### config.mk
export PLATFORM = sky130hd
export DESIGN_NAME = ncs_front
export DESIGN_NICKNAME = d
export VERILOG_FILES = /design/src/hdl/null_collision_channel_select_top_macros.svh /design/src/hdl/ncs_pkg.sv /design/src/hdl/ncs_front.sv
export SDC_FILE = /design/constraint.sdc
export NUM_CORES = 1
export LEC_CHECK = 0
export ABC_AREA = 0
export BUFFER_PORTS_ARGS = -buffer_cell sky130_fd_sc_hd__buf_2
export CAP_MARGIN = 20
export CORE_ASPECT_RATIO = 1.2
export CORE_UTILIZATION = 51
export DETAILED_ROUTE_END_ITERATION = 12
export GPL_TIMING_DRIVEN = 0
export HOLD_SLACK_MARGIN = 0.06
export PLACE_DENSITY = 0.78
export SLEW_MARGIN = 20
export SYNTH_ARGS = -nofsm -noshare
export SYNTH_HDL_FRONTEND = slang
export SYNTH_SLANG_ARGS = --single-unit
export TNS_END_PERCENT = 30
### constraint.sdc
create_clock -name clk -period 9.1 [get_ports clk]
set_input_delay 0 -clock clk [delete_from_list [all_inputs] [get_ports clk]]
set_output_delay 0 -clock clk [all_outputs]
set_load 0.02 [all_outputs]
### src/hdl/null_collision_channel_select_top_macros.svh
// Assertion macros shared by the null-collision channel select RTL.
// Needs a clk and an active-high rst in the scope of each use.
`ifndef NULL_COLLISION_CHANNEL_SELECT_TOP_MACROS_SVH
`define NULL_COLLISION_CHANNEL_SELECT_TOP_MACROS_SVH

// Property that must hold at every clock edge outside reset.
`define NCS_ASSERT(lbl, prop, msg) \
  lbl: assert property (@(posedge clk) disable iff (rst) prop) else $error(msg);

// Antecedent in one cycle implies consequent in the next.
`define NCS_ASSERT_NEXT(lbl, ante, cons, msg) \
  lbl: assert property (@(posedge clk) disable iff (rst) (ante) |=> (cons)) else $error(msg);

`endif

### src/hdl/ncs_pkg.sv
// Shared types and constants for the null-collision channel select block.
// No dependencies; imported by the front end, the back end and the top.
`timescale 1ns / 1ps

package ncs_pkg;

  localparam int MAX_CHANNELS_DEF = 8;
  localparam int GRID_POINTS_DEF  = 256;
  localparam int QUEUE_DEPTH      = 2;
  localparam logic [23:0] SIGMA_LIMIT = 24'hFF_FFFF;

  typedef enum logic [1:0] {
    K_GRID = 2'd0,
    K_XS   = 2'd1,
    K_THR  = 2'd2,
    K_TEST = 2'd3
  } kind_t;

  typedef enum logic [1:0] {
    REG_CHANNEL_COUNT = 2'd0,
    REG_POINT_COUNT   = 2'd1,
    REG_ENERGY_SCALE  = 2'd2,
    REG_COLL_BOUND    = 2'd3
  } cfg_reg_t;

  typedef struct packed {
    logic [3:0]  channel_count;
    logic [8:0]  point_count;
    logic [31:0] energy_scale;
    logic [59:0] coll_bound;
  } cfg_t;

  // Classified transaction as it sits in the queue between front and back.
  typedef struct packed {
    kind_t       op;
    logic        addr_ok;
    logic [7:0]  point_index;
    logic [2:0]  channel_index;
    logic [31:0] value;
    logic [31:0] d0;
    logic [31:0] d1;
    logic [31:0] d2;
    logic [31:0] draw;
  } item_t;

endpackage

### src/hdl/ncs_front.sv
// Front end: classifies incoming transactions and holds them in a short queue.
// Depends on ncs_pkg.
`timescale 1ns / 1ps

module ncs_front #(
  parameter int MAX_CHANNELS = 8,
  parameter int GRID_POINTS  = 256
) (
  input  logic          clk,
  input  logic          rst,
  input  logic          push,
  output logic          full,
  input  logic [1:0]    kind,
  input  logic [7:0]    point_index,
  input  logic [2:0]    channel_index,
  input  logic [31:0]   table_value,
  input  logic [31:0]   incident_vx,
  input  logic [31:0]   incident_vy,
  input  logic [31:0]   incident_vz,
  input  logic [31:0]   partner_vx,
  input  logic [31:0]   partner_vy,
  input  logic [31:0]   partner_vz,
  input  logic [31:0]   uniform_draw,
  output logic          item_valid,
  output ncs_pkg::item_t item,
  input  logic          item_pop
);
  import ncs_pkg::*;

  function automatic logic [31:0] abs_diff(input logic [31:0] a, input logic [31:0] b);
    logic signed [32:0] d;
    d = $signed({a[31], a}) - $signed({b[31], b});
    return d[32] ? 32'(-d) : d[31:0];
  endfunction

  item_t       slots [QUEUE_DEPTH];
  logic        wptr;
  logic        rptr;
  logic [1:0]  count;
  item_t       cls;
  logic        pt_ok;
  logic        ch_ok;
  logic        push_ok;

  assign pt_ok = 32'(point_index) < GRID_POINTS;
  assign ch_ok = 32'(channel_index) < MAX_CHANNELS;

  always_comb begin
    cls.op            = kind_t'(kind);
    cls.point_index   = point_index;
    cls.channel_index = channel_index;
    cls.value         = table_value;
    cls.d0            = abs_diff(incident_vx, partner_vx);
    cls.d1            = abs_diff(incident_vy, partner_vy);
    cls.d2            = abs_diff(incident_vz, partner_vz);
    cls.draw          = uniform_draw;
    unique case (kind_t'(kind))
      K_GRID: cls.addr_ok = pt_ok;
      K_XS: begin
        cls.addr_ok = pt_ok && ch_ok;
        // clip oversized cross sections to 24 bits
        if (table_value > 32'(SIGMA_LIMIT)) begin
          cls.value = 32'(SIGMA_LIMIT);
        end
      end
      K_THR:   cls.addr_ok = ch_ok;
      default: cls.addr_ok = 1'b0;
    endcase
  end

  assign full       = count == 2'(QUEUE_DEPTH);
  assign item_valid = count != 2'd0;
  assign item       = slots[rptr];
  assign push_ok    = push && !full;

  always_ff @(posedge clk) begin
    if (push_ok) begin
      slots[wptr] <= cls;
    end
  end

  always_ff @(posedge clk) begin
    if (rst) begin
      wptr  <= 1'b0;
      rptr  <= 1'b0;
      count <= 2'd0;
    end else begin
      if (push_ok) begin
        wptr <= ~wptr;
      end
      if (item_pop) begin
        rptr <= ~rptr;
      end
      count <= count + 2'(push_ok) - 2'(item_pop);
    end
  end

endmodule

==> results of run 1 <==
metal layers:
| metal | share of wire | vias up | global-route usage |
|---|---|---|---|
| met1 | 0.38 | 8140 | 0.286 |
| met3 | 0.068 | 105 | 0.0517 |
| met2 | 0.52 | 629 | 0.483 |
| met5 | 0.00018 | - | 0 |
| li1 | - | 8136 | - |
| met4 | 0.032 | 2 | 0.104 |
cells by family (layout without fill, tap and decap cells):
| family | after synthesis | in the layout | synth area share |
|---|---|---|---|
| buffers and inverters | 198 | 811 | 0.0361 |
| AND/OR/NAND/NOR | 479 | 479 | 0.117 |
| AO/OA/AOI/OAI | 393 | 393 | 0.128 |
| flip-flops | 353 | 353 | 0.495 |
| multiplexers | 181 | 181 | 0.0953 |
| adder cells (fa/ha/maj) | 104 | 104 | 0.0621 |
| other | 0 | 1 | 0 |
| XOR/XNOR | 160 | 160 | 0.0658 |
sequential cells by signal, summed over array words and instances (netlist names), named ones only:
register	flops
count	2
rptr	1
wptr	1
slots	348
through the flow:
step	std cells	hold WS [ps]	total power [mW]	area, µm²
global route	3021	161	5.95	26600
CTS	3020	118	5.72	26600
global placement	2855	188	4.16	24200
finish	3021	147	5.70	26600
detailed placement	2866	192	4.19	24500
floorplan	1868	71.6	3.60	21300
worst max-delay path, cell delays in order:
cell and delay, ps:
dlygate4sd3_1 510, buf_2 110, ha_1 180, inv_1 60
fa_1 420, a211oi_2 330, o21ai_1 190, a211o_1 380
o21ba_2 250, o21ai_1 260, o31a_1 230, nor2b_1 70
o22ai_1 680, buf_2 400, o31ai_1 140, xnor2_1 170
area by class of cell:
cell class                 count  area (µm²)
inverter                     140         526
multi-input combinational   1317       10000
antenna                        1        2.50
clock inverter                16         134
fill                        3145       14400
buffer                        58         245
clock buffer                  52        1050
tap                          539         674
timing repair buffer         545        3380
sequential                   353       10600
power groups by stage:
stage	Clock (mW)	Sequential, mW	Combinational [mW]
2_1_floorplan	0	2.36	1.24
3_3_place_gp	0	2.41	1.75
3_5_place_dp	0	2.32	1.87
4_1_cts	1.52	2.29	1.92
5_1_grt	1.58	2.31	2.06
6_report	1.49	2.29	1.92
worst max-delay path by stage:
stage                               from           end  slack (ps)
after floorplan                 count[0]   slots[0][0]         620
after global placement          count[0]  slots[0][95]       -3510
after detailed placement  incident_vy[0]  slots[1][94]        5010
after CTS                  partner_vy[0]  slots[0][95]        5100
after global routing       partner_vy[0]  slots[0][95]        4910
final                      partner_vy[0]  slots[0][94]        4970
cell usage in the layout, fill, tap and decap left out, types with 14 or more instances in the layout:
cell type,n
and3_1,17
clkbuf_16,39
or3_1,23
o21ai_0,74
o211ai_1,23
xor2_1,50
inv_1,140
xnor2_1,110
nor3_1,33
a21oi_1,95
buf_2,463
or2_2,29
nor4_1,18
o31ai_1,20
edfxtp_1,348
a211oi_1,16
dlygate4sd3_1,86
nor2_1,112
and2_1,22
nor2b_1,14
ha_1,101
mux2_2,175
clkbuf_1,51
nand4_1,20
a21o_1,27
nand2_1,118
nand3_1,24
timing repair:
action / 4_1_cts / 5_1_grt
setup endpoints to repair: 0 / 0
endpoints found under the hold margin: 178 / 0
hold buffers: 86 / 0
==> impl_metrics.csv, run 1 <==
group,metric,value,unit
drt,drt_iter0_drc,847,
drt,routed_wl,56.5,mm
timing,hold_viol_final,0,
grt,grt_pass1_wl,86.8,mm
logic_synthesis,synth_flop_cell,"edfxtp_1",
logic_synthesis,synthTopCellsByCount,"348 x edfxtp_1, 175 x mux2_2, 140 x inv_1",
placement,dp_slack,5010,ps
worst_setup_path,reg2reg_to,"slots[1][91]",
worst_setup_path,rr_worst_depth,4,
logic_synthesis,yosys.area.top_type,"edfxtp_1",
logic_synthesis,synthTopCellsByArea,"edfxtp_1 49%, mux2_2 9.3%, ha_1 5.9%",
power_and_ir_drop,p_clk_frac,0.262,
timing,finalSetupViolations,0,
power_and_ir_drop,p_per_area,215,mW/mm²
timing,setup_slack,4970,ps
timing,slew_violations,0,
logic_synthesis,avgSynthCellArea,11.4,µm²
worst_setup_path,setup.worst_path.start_class,"input port",
cells_and_area,drive_above_1_share,0.316,
logic_synthesis,synth_edf_count,348,
drt,vias,17012,
grt,track_usage,0.259,
logic_synthesis,synthArstFlopShare,0,
grt,overflow,0,
power_and_ir_drop,p_seq_frac,0.402,
timing,rsz0062_at_grt,"false",
logic_synthesis,ys_seq_elements,353,
drt,avgRoutedWirePerCell,18.7,µm
hold_path,whs_path_depth,4,
worst_setup_path,reg2reg_slack,7010,ps
drt,via_per_inst,5.63,
floorplan,core.rowCount,81,
power_and_ir_drop,switchingPower,1.88,mW
clocking,h-tree-depth,2,
flow_run,maxCapViolations,0,
clocking,cts_tree,"done",
grt,grt_pass1_vias,16980,
hold_path,hp-class,"in -> reg",
worst_setup_path,required,9380,ps
hold_path,hp-start,"incident_vz[31]",
floorplan,die_w,189,µm
floorplan,initial_core_util,0.520,
clocking,insertion_delay,550,ps
timing,tns,0,ps
power_and_ir_drop,pwr-share-comb,0.336,
grt,antenna_found_initial,2,
placement,io_buffers,448,
clocking,cts_buffers,37,
cells_and_area,final_nets,2829,
timing,worst_pin_slew,1030,ps
status,outcome,"complete, no violations",
logic_synthesis,synth_cell_types,90,
logic_synthesis,synth_nets,2245,
clocking,cts_sinks,353,
logic_synthesis,synth_cells,1868,
drt,ant_nets,0,
hold_path,worstHoldEndpoint,"slots[0][63]",
worst_setup_path,rr_startpoint,"count[0]",
timing,fin_crit,4130,ps
floorplan,core-area,0.0409,mm²
clocking,cts_setup_buffers,0,
logic_synthesis,seq_area_frac_synth,0.495,
placement,place.gp.congestion,0.905,
worst_setup_path,critical_path_peak_fanout,10,
floorplan,die_area,0.0426,mm²
floorplan,ios,449,
clocking,clockBufferDepth,3,
placement,hpwlAfterDp,42.0,mm
clocking,postCtsResizedCells,0,
power_and_ir_drop,ir_drop,0.000188,V
floorplan,die_y,226,µm
drt,drtPass1Iterations,5,
timing,fmax,242,MHz
logic_synthesis,synth_top_area_frac,0.491,
logic_synthesis,post-synth-top-count-cell,"edfxtp_1",
worst_setup_path,crit_type,"in -> reg",
timing,relSlewSlack,0.312,
clocking,root_buffer,"clkbuf_16",
logic_synthesis,syn_area,0.0213,mm²
cells_and_area,area_delta_synth_final,24.7,%
timing,skew,21.0,ps
timing,fin_crit_sh,0.453,
cells_and_area,final_util,0.649,
worst_setup_path,worstPathArrival,4400,ps
power_and_ir_drop,swShare,0.330,
power_and_ir_drop,internal_power,3.82,mW
clocking,path_clk_slew,60,ps
grt,grt_max_degree,53,
logic_synthesis,yosys_warnings,0,
power_and_ir_drop,leakagePower,10.7,nW
drt,route.detailed.drc,0,
worst_setup_path,cp-end-kind,"register",
(Power assumes the default switching activity.)
==> run 2: changes to the inputs <==
--- a/config.mk
+++ b/config.mk
@@ -5,15 +5,15 @@
 export SDC_FILE = /design/constraint.sdc
 export NUM_CORES = 1
 export LEC_CHECK = 0
-export ABC_AREA = 0
+export ABC_AREA = 1
 export BUFFER_PORTS_ARGS = -buffer_cell sky130_fd_sc_hd__buf_2
 export CAP_MARGIN = 20
 export CORE_ASPECT_RATIO = 1.2
-export CORE_UTILIZATION = 51
+export CORE_UTILIZATION = 57
 export DETAILED_ROUTE_END_ITERATION = 12
 export GPL_TIMING_DRIVEN = 0
 export HOLD_SLACK_MARGIN = 0.06
-export PLACE_DENSITY = 0.78
+export PLACE_DENSITY = 0.82
 export SLEW_MARGIN = 20
 export SYNTH_ARGS = -nofsm -noshare
 export SYNTH_HDL_FRONTEND = slang
==> constraint.sdc (replaced) <==
create_clock -name clk -period 4.1 [get_ports clk]
set_input_delay 0 -clock clk [delete_from_list [all_inputs] [get_ports clk]]
set_output_delay 0 -clock clk [all_outputs]
set_load 0.02 [all_outputs]
==> run 2 against run 1 <==
Effect of this change: die area down 2.0%; cell area increased by 8.1%; combinational power grew 110%; via count is 26% higher; sequential share of layout area decreased by 3.0 points.
==> impl_metrics.csv, run 2 <==
group,metric,value,unit
cells_and_area,layout_commonest_cell,"nand2_1",
power_and_ir_drop,power.total,12.3,mW
worst_setup_path,path_cells,"dlygate4sd3_1, buf_2, ha_1, inv_1, fa_1, nand3_1, nand3_2, xnor2_1, nand3_1, nor2_2, nand3_1, nor2_1, nand3_1, nor2_1, nor2_1, xor2_1, inv_1",
logic_synthesis,synth_cell_types,41,
grt,grt_max_degree,26,
logic_synthesis,yosys.area.top_type,"edfxtp_1",
logic_synthesis,synth_edf_count,348,
power_and_ir_drop,p_per_area,427,mW/mm²
timing,fmax,306,MHz
drt,avgRoutedWirePerCell,18.4,µm
timing,tns,0,ps
cells_and_area,fillers,2993,
grt,grt_pass1_vias,21754,
worst_setup_path,critical-path-max-stage-delay,520,ps
logic_synthesis,avgSynthCellArea,8.28,µm²
grt,grt_pass1_wl,112,mm
drt,route.detailed.drc,0,
drt,drt_iter0_drc,1543,
cells_and_area,drive_above_1_share,0.220,
floorplan,core.rowCount,80,
drt,ant_nets,0,
logic_synthesis,synthTopCellsByCount,"888 x nand2_1, 505 x inv_1, 348 x edfxtp_1",
status,outcome,"complete, no violations",
clocking,postCtsResizedCells,0,
clocking,cts_tree,"done",
logic_synthesis,post-synth-top-count-cell,"nand2_1",
timing,rsz0062_at_grt,"false",
floorplan,die_w,187,µm
worst_setup_path,crit_type,"in -> reg",
timing,relSlewSlack,0.379,
cells_and_area,area_delta_synth_final,23.1,%
timing,setup_slack,834,ps
worst_setup_path,required,4410,ps
clocking,path_clk_slew,60,ps
clocking,insertion_delay,560,ps
clocking,cts_buffers,38,
power_and_ir_drop,ir_drop,0.000353,V
clocking,root_buffer,"clkbuf_16",
logic_synthesis,seq_area_frac_synth,0.452,
placement,dp_slack,882,ps
timing,fin_crit,3270,ps
worst_setup_path,critPathSlowestCell,"dlygate4sd3_1",
drt,drtPass1Iterations,6,
power_and_ir_drop,leakagePower,14.0,nW
grt,overflow,0,
logic_synthesis,synth_top_area_frac,0.448,
worst_setup_path,path_common_cell,"nand3_1",
clocking,cts_setup_buffers,0,
flow_run,maxCapViolations,0,
clocking,clockBufferDepth,3,
worst_setup_path,setup.worst_path.start_class,"input port",
clocking,h-tree-depth,2,
floorplan,ios,449,
worst_setup_path,cp_top_family,"simple AND/OR/NAND/NOR gates",
worst_setup_path,critPathBufInv,4,
logic_synthesis,synth_flop_cell,"edfxtp_1",
cells_and_area,final_nets,3786,
timing,skew,11.1,ps
drt,routed_wl,73.2,mm
floorplan,die_area,0.0417,mm²
placement,io_buffers,448,
floorplan,initial_core_util,0.583,
placement,place.gp.congestion,1.03,
drt,via_per_inst,5.41,
timing,fin_hold_ws,115,ps
placement,hpwlAfterDp,54.6,mm
floorplan,core-area,0.0400,mm²
grt,antenna_found_initial,2,
timing,finalSetupViolations,0,
cells_and_area,regMostFlops,"slots",
logic_synthesis,yosys_warnings,0,
timing,fin_crit_sh,0.797,
cells_and_area,final_cell_area,0.0287,mm²
timing,slew_violations,0,
timing,hold_viol_final,0,
logic_synthesis,synthArstFlopShare,0,
cells_and_area,largest_reg_flops,348,
grt,track_usage,0.348,
logic_synthesis,synth_cells,2818,
clocking,cts_sinks,353,
drt,vias,21490,
logic_synthesis,ys_seq_elements,353,
worst_setup_path,worstPathArrival,3570,ps
timing,worst_pin_slew,921,ps
hold_path,hp-class,"in -> reg",
logic_synthesis,synth_nets,3195,
floorplan,die_y,224,µm
logic_synthesis,syn_area,0.0233,mm²
worst_setup_path,cp-end-kind,"register",
worst_setup_path,critical_path_peak_fanout,4,
cells_and_area,reg_top3,"slots x348, count x2",
worst_setup_path,reg2reg_slack,1570,ps
cells_and_area,layout_common_cells,"888 x nand2_1, 505 x inv_1, 454 x buf_2",
logic_synthesis,synthTopCellsByArea,"edfxtp_1 45%, nand2_1 14%, mux2_2 8.4%",
placement,dpl_cell_area,0.0266,mm²
[run 2: tightest hold or removal path, cell delays in order]
cell and delay (ps):
buf_2 110, fa_1 200, inv_1 60, o21ai_1 170
[run 2: area by class of cell]
| cell class | count | area, µm² | share of cell area |
|---|---|---|---|
| timing repair buffer | 551 | 3500 | 0.122 |
| inverter | 509 | 1910 | 0.0665 |
| clock inverter | 21 | 188 | 0.00654 |
| buffer | 34 | 169 | 0.00588 |
| sequential | 353 | 10600 | 0.367 |
| antenna | 1 | 2.50 | 0.0000872 |
| multi-input combinational | 1922 | 10700 | 0.373 |
| clock buffer | 48 | 1010 | 0.0352 |
| tap | 533 | 667 | 0.0232 |
[run 2: power by group]
part           internal [mW]  switching, mW  total, mW
registers               4.66          0.124       4.78
logic                   1.43           2.69       4.12
clock network           1.85           1.52       3.37
total                   7.94           4.34       12.3
[run 2: what timing repair did]
item	CTS	global route
setup endpoints to repair	0	0
hold buffers	87	0
endpoints found under the hold margin	171	0
[run 2: logic make-up after synthesis]
| logic type | count (synthesis) | synth area share |
|---|---|---|
| xor+xnor | 81 | 0.0317 |
| flops | 353 | 0.452 |
| buf+inv | 543 | 0.0891 |
| compound gates | 150 | 0.0333 |
| mux | 174 | 0.0840 |
| simple gates | 1413 | 0.253 |
| fa+ha+maj | 104 | 0.0567 |
[run 2: path summary, 6_finish.rpt]
path / start / to / cells past startpoint
worst max register to register: count[1] / slots[1][91] / 7
worst max-delay path: partner_vy[0] / slots[0][84] / 17
worst min register to register: rptr / register / 2
worst min-delay path: incident_vx[1] / slots[0][97] / 4
[run 2: through the flow]
step,utilization,instances
6_report,0.717,3972
4_1_cts,0.717,3971
2_1_floorplan,-,2818
3_3_place_gp,0.655,3799
3_5_place_dp,0.665,3815
5_1_grt,0.717,3972
[run 2: metal layers]
metal	up-vias	part of all wire	track usage
li1	10280	-	-
met1	9915	0.35	0.360
met2	1039	0.51	0.648
met3	256	0.076	0.0631
met4	0	0.062	0.217
met5	-	0	0
==> run 3: changes to the inputs <==
--- a/config.mk
+++ b/config.mk
@@ -9,11 +9,11 @@
 export BUFFER_PORTS_ARGS = -buffer_cell sky130_fd_sc_hd__buf_2
 export CAP_MARGIN = 20
 export CORE_ASPECT_RATIO = 1.2
-export CORE_UTILIZATION = 57
+export CORE_UTILIZATION = 51
 export DETAILED_ROUTE_END_ITERATION = 12
 export GPL_TIMING_DRIVEN = 0
 export HOLD_SLACK_MARGIN = 0.06
-export PLACE_DENSITY = 0.82
+export PLACE_DENSITY = 0.77
 export SLEW_MARGIN = 20
 export SYNTH_ARGS = -nofsm -noshare
 export SYNTH_HDL_FRONTEND = slang
==> constraint.sdc (replaced) <==
create_clock -name clk -period 3 [get_ports clk]
set_input_delay 0 -clock clk [delete_from_list [all_inputs] [get_ports clk]]
set_output_delay 0 -clock clk [all_outputs]
set_load 0.02 [all_outputs]
==> run 3 against run 2 <==
Effect of this change: global-route usage decreased by 6.5 points; register-to-register slack got worse by 690 ps; sequential share of layout area decreased by 0.35 points; critical path depth increased by 1; hold slack improved by 34 ps; largest cell class unchanged.
==> impl_metrics.csv, run 3 (synthesis results as in run 2) <==
group,metric,value,unit
drt,route.detailed.drc,0,
timing,fin_crit_sh,0.959,
clocking,cts_sinks,353,
timing,finalSetupViolations,0,
floorplan,die_area,0.0466,mm²
grt,antenna_found_initial,2,
cells_and_area,finalNonFillerCells,4048,
cells_and_area,fillers,3780,
clocking,clockBufferDepth,3,
hold_path,hp-class,"in -> reg",
drt,drtPass1Iterations,6,
drt,avgRoutedWirePerCell,16.5,µm
timing,relSlewSlack,0.432,
grt,grt_max_degree,28,
cells_and_area,antenna_cells,0,
grt,track_usage,0.283,
placement,dp_slack,-67.7,ps
placement,dpl_cell_area,0.0268,mm²
placement,hpwlAfterDp,50.8,mm
status,outcome,"complete, no violations",
floorplan,ios,449,
cells_and_area,layout_commonest_cell,"nand2_1",
timing,slew_violations,0,
timing,skew,17.3,ps
timing,rsz0062_at_grt,"true",
worst_setup_path,critical_path_peak_fanout,10,
placement,dpl.cell_count,3891,
cells_and_area,area_delta_synth_final,24.3,%
cells_and_area,largest_reg_flops,348,
timing,worst_pin_slew,852,ps
worst_setup_path,crit_type,"in -> reg",
floorplan,core.rowCount,85,
floorplan,initial_core_util,0.519,
cells_and_area,drive_above_1_share,0.227,
cells_and_area,final_nets,3789,
clocking,h-tree-depth,2,
cells_and_area,final_util,0.645,
drt,via_per_inst,5.08,
timing,setup_slack,122,ps
worst_setup_path,setup.worst_path.start_class,"input port",
cells_and_area,reg_top3,"slots x348, count x2",
cells_and_area,final_cell_area,0.0290,mm²
timing,hold_viol_final,0,
cells_and_area,regMostFlops,"slots",
clocking,insertion_delay,560,ps
drt,vias,20581,
power_and_ir_drop,power.total,16.7,mW
timing,fmax,347,MHz
floorplan,core-area,0.0450,mm²
clocking,cts_tree,"done",
drt,routed_wl,66.6,mm
grt,grt_pass1_wl,103,mm
clocking,cts_buffers,37,
flow_run,maxCapViolations,0,
worst_setup_path,cp-end-kind,"register",
worst_setup_path,required,3290,ps
floorplan,die_w,197,µm
floorplan,die_y,236,µm
clocking,path_clk_slew,50,ps
power_and_ir_drop,p_per_area,577,mW/mm²
grt,grt_pass1_vias,20343,
clocking,root_buffer,"clkbuf_16",
timing,fin_crit,2880,ps
placement,io_buffers,448,
worst_setup_path,worstPathArrival,3170,ps
grt,overflow,0,
power_and_ir_drop,leakagePower,14.1,nW
drt,drt_iter0_drc,1153,
placement,place.gp.congestion,0.963,
power_and_ir_drop,ir_drop,0.000493,V
drt,ant_nets,0,
cells_and_area,layout_common_cells,"886 x nand2_1, 504 x inv_1, 451 x buf_2",
[run 3: cell type report]
class,instances,area [µm²],area share
sequential,353,10600,0.364
timing repair buffer,555,3540,0.122
clock buffer,44,952,0.0328
clock inverter,22,275,0.00949
buffer,34,185,0.00639
inverter,509,1910,0.0659
tap,609,762,0.0263
multi-input combinational,1922,10800,0.373
[run 3: through the flow]
step                      hold WS, ps  setup TNS [ps]
after global routing              159            -106
final                             149               0
after floorplan                  63.8         -161790
after CTS                         124               0
after detailed placement          191            -135
after global placement            187         -640850
[run 3: what timing repair did]
action,4_1_cts,5_1_grt
setup buffers,0,3
endpoints found under the hold margin,189,0
pin swaps,0,2
hold buffers,88,0
endpoints found under the setup margin,10,111
gates resized for setup,1,27
[run 3: metal layers]
layer	vias up	GRT usage	wire length, µm
met3	131	0.0608	4810
li1	10281	-	-
met5	-	0	24
met2	717	0.535	34300
met1	9448	0.301	24900
met4	4	0.109	2550
[run 3: power by group]
part / leakage (nW) / internal [mW] / switching [mW] / total (mW)
clock network: 0.589 / 2.73 / 1.94 / 4.67
registers: 3.27 / 6.37 / 0.150 / 6.52
logic: 10.2 / 1.98 / 3.56 / 5.54
[run 3: path summary, 6_finish.rpt]
kind	start	to	slack [ps]	depth (start not counted)
hold / removal	incident_vy[29]	slots[1][93]	150	6
hold reg to reg	rptr	register	540	2
setup reg to reg	count[1]	slots[0][128]	880	7
setup / recovery	partner_vy[0]	slots[0][79]	120	18
[run 3: worst max-delay path, cell delays in order]
cell,delay (ps)
dlygate4sd3_1,520
buf_2,90
ha_1,130
inv_1,80
fa_1,450
nand3_1,120
nand3_2,120
nand3_1,150
nand3b_4,150
nand2_1,130
nand2_1,80
nand2_1,80
nand3_2,110
xor2_1,230
buf_4,240
nand2_1,80
xor2_1,290
inv_1,100
